==> src/rtl/cpg_pkg.sv <==
`default_nettype none

package cpg_pkg;

	// Width of every coordinate and colour field on the ports.
	localparam int FIELD_W = 16;

	// Default coordinate width inside the rasterizer.
	localparam int CP_COORD_BITS = 16;

	// Width of the two's complement decision term.
	localparam int DEC_W = 21;

	// Decision term constants of the midpoint walk.
	localparam int DEC_START  = 3;
	localparam int DEC_INC_E  = 6;
	localparam int DEC_INC_SE = 10;

	// Pixels in one symmetry group, and the index of the last one.
	localparam int GROUP_PIX = 8;
	localparam int IDX_W     = $clog2(GROUP_PIX);
	localparam logic [IDX_W-1:0] IDX_LAST = IDX_W'(GROUP_PIX - 1);

	// Operation codes of an input item.
	localparam logic OP_START   = 1'b0;
	localparam logic OP_ADVANCE = 1'b1;

	typedef struct packed {
		logic               opcode;
		logic [FIELD_W-1:0] centre_x;
		logic [FIELD_W-1:0] centre_y;
		logic [FIELD_W-1:0] radius;
		logic [FIELD_W-1:0] pixel_colour;
		logic               fill;
	} cpg_in_t;

	typedef struct packed {
		logic [FIELD_W-1:0] out_x;
		logic [FIELD_W-1:0] out_y;
		logic [FIELD_W-1:0] out_colour;
		logic               group_last;
		logic               circle_done;
	} cpg_out_t;

	typedef enum logic {
		ST_IDLE,
		ST_EMIT
	} cpg_state_t;

	// Commands from the controller to the datapath.
	typedef struct packed {
		logic             start;
		logic             advance;
		logic             emit;
		logic [IDX_W-1:0] pix_idx;
	} cpg_cmd_t;

	// Status from the datapath to the controller.
	typedef struct packed {
		logic busy;
		logic out_room;
	} cpg_sts_t;

endpackage

`default_nettype wire

==> src/rtl/cpg_ctrl.sv <==
`default_nettype none

module cpg_ctrl (
	input  wire logic             clk,
	input  wire logic             arst_n,
	input  wire logic             req_valid,
	input  wire logic             req_op,
	output logic                  req_stall,
	input  wire cpg_pkg::cpg_sts_t sts_i,
	output cpg_pkg::cpg_cmd_t     cmd_o
);
	import cpg_pkg::*;

	cpg_state_t       state_q, state_d;
	logic [IDX_W-1:0] idx_q, idx_d;
	logic             take_ok;
	logic             take;

	// State and pixel index registers.
	always_ff @(posedge clk or negedge arst_n) begin
		if (!arst_n) begin
			state_q <= ST_IDLE;
			idx_q   <= '0;
		end else begin
			state_q <= state_d;
			idx_q   <= idx_d;
		end
	end

	// Next state and commands. A new item is taken when idle, or in the
	// cycle that hands the last pixel of a group to the output register.
	always_comb begin
		state_d       = state_q;
		idx_d         = idx_q;
		cmd_o.start   = 1'b0;
		cmd_o.advance = 1'b0;
		cmd_o.emit    = 1'b0;
		cmd_o.pix_idx = idx_q;
		take_ok       = 1'b0;
		case (state_q)
			ST_IDLE: begin
				take_ok = 1'b1;
			end
			ST_EMIT: begin
				cmd_o.emit = sts_i.out_room;
				if (sts_i.out_room) begin
					idx_d = idx_q + 1'b1;
					if (idx_q == IDX_LAST) begin
						take_ok = 1'b1;
						state_d = ST_IDLE;
					end
				end
			end
			default: begin
				state_d = ST_IDLE;
			end
		endcase

		take = take_ok && req_valid;
		if (take) begin
			if (req_op == OP_START) begin
				cmd_o.start = 1'b1;
			end else if (sts_i.busy) begin
				cmd_o.advance = 1'b1;
				state_d       = ST_EMIT;
				idx_d         = '0;
			end
		end
	end

	assign req_stall = !take_ok;

	// An accepted advance always opens a group at its first pixel.
	assert property (@(posedge clk) disable iff (!arst_n)
		cmd_o.advance |=> (state_q == ST_EMIT && idx_q == '0))
		else $error("group did not start at pixel zero");

	// The pixel index only moves when a pixel is handed on.
	assert property (@(posedge clk) disable iff (!arst_n)
		(state_q == ST_EMIT && !cmd_o.emit) |=> $stable(idx_q))
		else $error("pixel index moved without an emit");

	// Start and advance never come together.
	assert property (@(posedge clk) disable iff (!arst_n)
		!(cmd_o.start && cmd_o.advance))
		else $error("start and advance at once");

endmodule

`default_nettype wire

==> src/rtl/cpg_dp.sv <==
`default_nettype none

module cpg_dp #(
	parameter int COORD_BITS = cpg_pkg::CP_COORD_BITS
) (
	input  wire logic              clk,
	input  wire logic              arst_n,
	input  wire cpg_pkg::cpg_in_t  req_data,
	input  wire cpg_pkg::cpg_cmd_t cmd_i,
	output cpg_pkg::cpg_sts_t      sts_o,
	output logic                   px_valid,
	input  wire logic              px_stall,
	output cpg_pkg::cpg_out_t      px_data
);
	import cpg_pkg::*;

	localparam int CB = COORD_BITS;

	// Circle registers loaded by a start item.
	logic [CB-1:0]      centre_col_q, centre_row_q;
	logic [FIELD_W-1:0] draw_colour_q;
	logic               fill_on_q;
	logic               busy_q;

	// Walk registers.
	logic [CB-1:0]    step_x_q, step_y_q, inner_y_q;
	logic [DEC_W-1:0] decision_q;

	// Snapshot of the group being emitted.
	logic [CB-1:0] grp_a_q, grp_b_q;
	logic          grp_done_q;

	// Output register.
	logic     out_valid_q;
	cpg_out_t out_q;

	// Walk step combinational terms.
	logic [CB:0]        x_new;
	logic signed [CB+1:0] y_new;
	logic               go_se;
	logic               walk_done;
	logic               inner_step;
	logic [DEC_W-1:0]   dec_next;
	logic [DEC_W-1:0]   dec_start;
	logic [CB-1:0]      radius;

	// Pixel forming terms.
	logic [CB-1:0] col_off, row_off, pix_col, pix_row;

	assign radius     = req_data.radius[CB-1:0];
	assign dec_start  = DEC_W'(DEC_START) - (DEC_W'(radius) << 1);
	assign inner_step = fill_on_q && (inner_y_q < step_y_q);

	// One midpoint step: east when the decision is negative, else south-east.
	always_comb begin
		go_se = !decision_q[DEC_W-1];
		x_new = {1'b0, step_x_q} + 1'b1;
		y_new = $signed({2'b00, step_y_q}) - $signed((CB+2)'(go_se));
		if (go_se) begin
			dec_next = decision_q + ((DEC_W'(step_x_q) - DEC_W'(step_y_q)) << 2)
				+ DEC_W'(DEC_INC_SE);
		end else begin
			dec_next = decision_q + (DEC_W'(step_x_q) << 2) + DEC_W'(DEC_INC_E);
		end
		walk_done = $signed({1'b0, x_new}) > y_new;
	end

	// Circle and walk state.
	always_ff @(posedge clk or negedge arst_n) begin
		if (!arst_n) begin
			busy_q <= 1'b0;
		end else if (cmd_i.start) begin
			busy_q <= 1'b1;
		end else if (cmd_i.advance && !inner_step && walk_done) begin
			busy_q <= 1'b0;
		end
	end

	always_ff @(posedge clk) begin
		if (cmd_i.start) begin
			centre_col_q  <= req_data.centre_x[CB-1:0];
			centre_row_q  <= req_data.centre_y[CB-1:0];
			draw_colour_q <= req_data.pixel_colour;
			fill_on_q     <= req_data.fill;
			step_x_q      <= '0;
			step_y_q      <= radius;
			inner_y_q     <= '0;
			decision_q    <= dec_start;
		end else if (cmd_i.advance) begin
			grp_a_q <= step_x_q;
			grp_b_q <= fill_on_q ? inner_y_q : step_y_q;
			if (inner_step) begin
				inner_y_q  <= inner_y_q + 1'b1;
				grp_done_q <= 1'b0;
			end else begin
				decision_q <= dec_next;
				step_x_q   <= x_new[CB-1:0];
				step_y_q   <= y_new[CB-1:0];
				inner_y_q  <= x_new[CB-1:0];
				grp_done_q <= walk_done;
			end
		end
	end

	// Mirror the pair: upper half swaps the roles, bit 0 and bit 1 negate.
	always_comb begin
		col_off = cmd_i.pix_idx[2] ? grp_b_q : grp_a_q;
		row_off = cmd_i.pix_idx[2] ? grp_a_q : grp_b_q;
		pix_col = cmd_i.pix_idx[0] ? centre_col_q - col_off : centre_col_q + col_off;
		pix_row = cmd_i.pix_idx[1] ? centre_row_q - row_off : centre_row_q + row_off;
	end

	// Output register.
	always_ff @(posedge clk or negedge arst_n) begin
		if (!arst_n) begin
			out_valid_q <= 1'b0;
		end else if (cmd_i.emit) begin
			out_valid_q <= 1'b1;
		end else if (!px_stall) begin
			out_valid_q <= 1'b0;
		end
	end

	always_ff @(posedge clk) begin
		if (cmd_i.emit) begin
			out_q.out_x       <= FIELD_W'(pix_col);
			out_q.out_y       <= FIELD_W'(pix_row);
			out_q.out_colour  <= draw_colour_q;
			out_q.group_last  <= (cmd_i.pix_idx == IDX_LAST);
			out_q.circle_done <= (cmd_i.pix_idx == IDX_LAST) && grp_done_q;
		end
	end

	assign px_valid       = out_valid_q;
	assign px_data        = out_q;
	assign sts_o.busy     = busy_q;
	assign sts_o.out_room = !out_valid_q || !px_stall;

	// The walk never passes the diagonal while a circle is active.
	assert property (@(posedge clk) disable iff (!arst_n)
		busy_q |-> (step_x_q <= step_y_q))
		else $error("walk passed the diagonal while busy");

	// The fill row never runs past the outline row.
	assert property (@(posedge clk) disable iff (!arst_n)
		busy_q |-> (inner_y_q <= step_y_q))
		else $error("fill row past outline row");

	// Completion is flagged only on the last pixel of a group.
	assert property (@(posedge clk) disable iff (!arst_n)
		(out_valid_q && out_q.circle_done) |-> out_q.group_last)
		else $error("circle done off the group boundary");

endmodule

`default_nettype wire

==> src/rtl/circle_point_generator_top.sv <==
// Channel  Direction  Payload    Handshake
// req      in         cpg_in_t   req_valid / req_stall
// px       out        cpg_out_t  px_valid / px_stall
//
// A start item, or an advance item while idle, gives no pixel.
// An advance item while a circle is active gives eight pixels, one a cycle
// from the output register while px does not stall.
// The next item is taken in the cycle that loads the eighth pixel.
// Stalls on px hold the pixel sequencer; req_stall stays high meanwhile.
// Reset clears the controller state, the active flag and the output valid.
`default_nettype none

module circle_point_generator_top #(
	parameter int COORD_BITS = cpg_pkg::CP_COORD_BITS
) (
	input  wire logic             clk,
	input  wire logic             arst_n,
	input  wire logic             req_valid,
	output logic                  req_stall,
	input  wire cpg_pkg::cpg_in_t req_data,
	output logic                  px_valid,
	input  wire logic             px_stall,
	output cpg_pkg::cpg_out_t     px_data
);
	import cpg_pkg::*;

	cpg_cmd_t cmd;
	cpg_sts_t sts;

	cpg_ctrl u_ctrl (
		.clk       (clk),
		.arst_n    (arst_n),
		.req_valid (req_valid),
		.req_op    (req_data.opcode),
		.req_stall (req_stall),
		.sts_i     (sts),
		.cmd_o     (cmd)
	);

	cpg_dp #(
		.COORD_BITS (COORD_BITS)
	) u_dp (
		.clk      (clk),
		.arst_n   (arst_n),
		.req_data (req_data),
		.cmd_i    (cmd),
		.sts_o    (sts),
		.px_valid (px_valid),
		.px_stall (px_stall),
		.px_data  (px_data)
	);

endmodule

`default_nettype wire

==> config.mk <==
export PLATFORM = sky130hd
export DESIGN_NAME = circle_point_generator_top
export DESIGN_NICKNAME = d
export VERILOG_FILES = /design/src/rtl/cpg_pkg.sv /design/src/rtl/cpg_ctrl.sv /design/src/rtl/cpg_dp.sv /design/src/rtl/circle_point_generator_top.sv
export SDC_FILE = /design/constraint.sdc
export NUM_CORES = 1
export LEC_CHECK = 0
export BUFFER_PORTS_ARGS = -buffer_cell sky130_fd_sc_hd__buf_2
export CAP_MARGIN = 20
export CORE_MARGIN = 3
export CORE_UTILIZATION = 30
export CTS_BUF_LIST = sky130_fd_sc_hd__clkbuf_4
export DETAILED_ROUTE_END_ITERATION = 12
export PLACE_DENSITY = 0.47
export RECOVER_POWER = 25
export SKIP_CTS_REPAIR_TIMING = 1
export SLEW_MARGIN = 10
export SYNTH_ARGS = -nofsm -noshare
export SYNTH_HDL_FRONTEND = slang
export SYNTH_HIERARCHICAL = 1
export SYNTH_SLANG_ARGS = --single-unit
==> constraint.sdc <==
create_clock -name clk -period 8.4 [get_ports clk]
set_input_delay 1.26 -clock clk [delete_from_list [all_inputs] [get_ports clk]]
set_output_delay 1.26 -clock clk [all_outputs]
set_load 0.02 [all_outputs]
==> flow_metrics.py <==
metrics = {
    "pwr": {
        "p_per_area_nw_per_um2": 307,
        "switching_share": 0.407,
        "combinationalPowerShare": 0.488,
        "leakagePower_nw": 6.85,
        "ir_worst_vdd_mv": 0.109,
        "p_seq_frac": 0.318,
        "clkPwrFrac": 0.193,
        "switching_power_mw": 2.06,
        "p_int_mw": 3.00,
    },
    "logic_synthesis": {
        "yosysSeqAreaShare": 0.406,
        "async_flop_share": 0.0291,
        "synth_fp_nets": 1643,
        "synth_cells": 1413,
        "synth_top_family_by_area": "compound AO/OA/AOI/OAI gates",
        "synth_ff_type": "edfxtp_1",
        "synthMuxAreaShare": 0.0351,
        "synthTopCellsByArea": "edfxtp_1 (35%), ha_1 (13%), xnor2_1 (5.2%)",
        "synth-compound-area-share": 0.161,
        "synth.distinct_cells": 75,
        "synth_simple_gate_area_frac": 0.135,
        "synthAdderAreaFrac": 0.142,
        "synth-seq-cells": 206,
        "yosys_warnings": 6,
        "synth.cell_area_um2": 14400,
        "syn_avg_cell_area_um2": 10.2,
        "synth_edf_count": 168,
        "synth-xor-area-share": 0.0889,
        "yosysTopAreaCellShare": 0.351,
        "yosys.area.top_type": "edfxtp_1",
    },
    "global_route": {
        "met1_usage": 0.200,
        "grt_pass1_vias": 11100,
        "use_met3": 0.0298,
        "grt_max_degree": 68,
        "grt-ovfl-total": 0,
        "gr-usage-all-layers": 0.147,
        "busiest_layer": "met2",
        "antenna_found_initial": 1,
        "met2_usage": 0.235,
        "grt_pass1_wl_mm": 59.4,
    },
    "detailed_routing": {
        "wl_per_cell_um": 16.7,
        "drtIter0Drc": 588,
        "finalWirelength_mm": 37.3,
        "drc": 0,
        "via_per_inst": 4.98,
        "routed-via-count": 11100,
        "first_pass_iters": 5,
        "antenna_left": 0,
    },
    "critical_path": {
        "r2r_setup_slack_ns": 2.21,
        "endpoint_kind": "flop",
        "cp_cell_sequence": "clkbuf_1, mux2i_1, ha_1, o21ai_0, o21ai_0, o21ai_0, xor2_1, ha_1, a21o_1, a21o_1, a21oi_1, o21ai_0, a211o_1, a21oi_1, xnor2_1",
        "critical_path_buf_inv_count": 1,
        "crit_fanout": 67,
        "slowest_delay_ns": 2.28,
        "reg2reg_depth": 15,
        "r2r_end": "u_dp/px_data[48]",
        "critPathMostFrequentCell": "o21ai_0",
        "crit_family": "buffers and inverters",
        "crit_type": "flop to flop",
        "required_ns": 8.92,
        "start_kind": "flop",
        "arrival_ns": 6.71,
        "cpMaxStageDelayCell": "clkbuf_1",
        "r2r_start": "u_ctrl/idx_q[2]",
    },
    "clocking": {
        "h-tree-depth": 2,
        "cts_inserted_buffers": 60,
        "cts_tree": "done",
        "path_clk_slew_ns": 0.07,
        "cts-root-buf": "clkbuf_4",
        "cts_sinks": 206,
        "cts.path.max_buffers": 3,
        "clock_latency_ns": 0.80,
    },
    "timing": {
        "setup_ws_ns": 2.21,
        "slew_headroom": -1.18,
        "rsz0062_at_grt": "no",
        "fin_tns_setup_ns": 0,
        "timing.fmax_mhz": 162,
        "slew_viol_final": 68,
        "hold_violations": 0,
        "fin_crit_sh": 0.737,
        "worst_pin_slew_ns": 3.27,
        "fin_skew_ns": 0.0767,
        "period_minus_slack_ns": 6.19,
        "finalSetupViolations": 0,
    },
    "final_layout": {
        "drive_gt1_frac": 0.147,
        "nNetsFinal": 1798,
        "syn_to_final_growth_pct": 14.6,
        "layout.cells.non_filler": 2228,
        "nFillCells": 4809,
    },
    "min_path": {
        "hold_path_class": "primary input to async pin",
    },
    "floorplan": {
        "die_x_um": 225,
        "chipHeight_um": 225,
        "initial_utilization": 0.306,
        "coreArea_um2": 47000,
        "die_area_um2": 50600,
        "rows": 79,
        "num_io_pins": 122,
    },
    "placement": {
        "io_buffers": 121,
        "dp_slack_ns": 3.40,
        "place_hpwl_mm": 28.5,
        "gp_congestion": 0.803,
        "placedCellCount": 2113,
    },
    "run": {
        "max_cap_viol_count": 1,
    },
    "run_status": {
        "violations": "max-capacitance violations, max-slew violations",
        "status": "finished with violations",
    },
}
==> per-layer routing <==
| metal | vias to the layer above | wire, µm |
|---|---|---|
| met5 | - | 0 |
| met4 | 0 | 964 |
| met3 | 67 | 1950 |
| met2 | 254 | 16500 |
| met1 | 5159 | 17900 |
| li1 | 5618 | - |
==> worst reg2reg max path: stages (launching register included) <==
cell and delay [ns]:
dfrtp_2 0.33, clkbuf_1 2.28, mux2i_1 0.43, ha_1 0.24, o21ai_0 0.13, o21ai_0 0.31, o21ai_0 0.31, xor2_1 0.24
ha_1 0.37, a21o_1 0.18, a21o_1 0.18, a21oi_1 0.25, o21ai_0 0.13, a211o_1 0.28, a21oi_1 0.17, xnor2_1 0.08
==> worst max-delay path by stage <==
stage,start,endpoint,slack (ns),cells after the start
after floorplan,px_stall,u_dp/decision_q[10],2.90,7
after global placement,u_dp/step_x_q[0],u_dp/decision_q[20],3.52,19
after detailed placement,u_dp/step_x_q[0],u_dp/decision_q[20],3.40,19
after CTS,u_dp/step_x_q[0],u_dp/decision_q[20],3.33,19
after global routing,u_ctrl/idx_q[2],u_dp/px_data[48],1.47,15
final,u_ctrl/idx_q[2],u_dp/px_data[48],2.21,15
==> power by group through the flow <==
stage	clock network, mW	registers, mW	logic (mW)
after CTS	1.03	1.62	2.48
final	0.981	1.61	2.48
after floorplan	0	1.74	1.76
after detailed placement	0	1.63	2.47
after global placement	0	1.63	2.45
after global routing	1.09	1.65	2.78
==> synthesized netlist by cell type (4+ instances only) <==
cell type  count
edfxtp_1     168
ha_1         155
nor2_1        94
a21oi_1       89
xnor2_1       86
o21ai_0       85
inv_1         78
nand2_1       73
xor2_1        60
mux2i_1       46
a21o_1        39
dfxtp_1       32
nand3_1       32
nor3_1        32
clkbuf_1      31
a31oi_1       25
nor2b_1       24
and3_1        18
o211ai_1      18
nand2b_1      15
nand4_1       15
a211oi_1      14
o21a_1        13
o31ai_1       10
or3_1         10
and4_1         9
nor3b_1        9
o21bai_1       9
nor4_1         8
nand3b_1       7
nand4b_1       7
and2_1         6
buf_1          6
dfrtp_1        6
or4_1          6
fa_1           5
a21boi_0       4
a221oi_1       4
mux2_2         4
==> kinds of logic (layout without fill, tap and decap cells) <==
| family | after synthesis | in the layout |
|---|---|---|
| mux | 50 | 50 |
| xor+xnor | 146 | 146 |
| flops | 206 | 206 |
| compound gates | 354 | 354 |
| buf+inv | 121 | 328 |
| simple gates | 376 | 376 |
| fa+ha+maj | 160 | 160 |
| other cells | 0 | 1 |
==> layout by cell type, fill, tap and decap left out, drive strengths merged, types with 15 or more instances in the layout <==
cell type	Yosys	final
nand3	32	32
dfxtp	32	32
a21o	39	39
a31oi	25	25
buf	10	125
ha	155	155
o211ai	18	18
nand2b	15	15
nand2	73	73
nor3	32	32
clkbuf	32	87
xnor2	86	86
o21ai	87	87
nor2	94	94
mux2i	46	46
and3	18	18
nor2b	24	24
nand4	15	15
clkinv	0	34
a21oi	89	89
xor2	60	60
edfxtp	168	168
inv	79	80
==> final cells by class <==
class | instances | area, µm² | share of cell area
well taps | 607 | 759 | 0.0461
clock buffers | 77 | 578 | 0.0351
flip-flops and latches | 206 | 5840 | 0.354
inverters | 79 | 297 | 0.0180
clock inverters | 37 | 219 | 0.0133
multi-input cells | 1086 | 8090 | 0.491
diodes | 1 | 2.50 | 0.000152
repair buffers | 135 | 701 | 0.0425
==> stage by stage <==
step / power [mW] / util / cell area (µm²) / hold slack, ns
6_report: 5.07 / 0.351 / 16500 / 0.350
4_1_cts: 5.13 / 0.351 / 16500 / 0.180
3_5_place_dp: 4.11 / 0.334 / 15700 / 0.405
3_3_place_gp: 4.09 / 0.334 / 15700 / 0.401
2_1_floorplan: 3.50 / - / 14400 / 0.400
5_1_grt: 5.52 / 0.351 / 16500 / 0.295
==> state kept, by name, summed over array words and instances, names as in the netlist, 3 cells and up <==
| signal | count |
|---|---|
| u_dp/centre_col_q | 16 |
| u_dp/grp_a_q | 16 |
| u_ctrl/idx_q | 3 |
| u_dp/grp_b_q | 16 |
| u_dp/step_y_q | 16 |
| u_dp/step_x_q | 16 |
| u_dp/draw_colour_q | 16 |
| u_dp/decision_q | 20 |
| u_dp/px_data | 50 |
| u_dp/centre_row_q | 16 |
| u_dp/inner_y_q | 16 |
No activity file was read; power rests on OpenSTA's default activity.
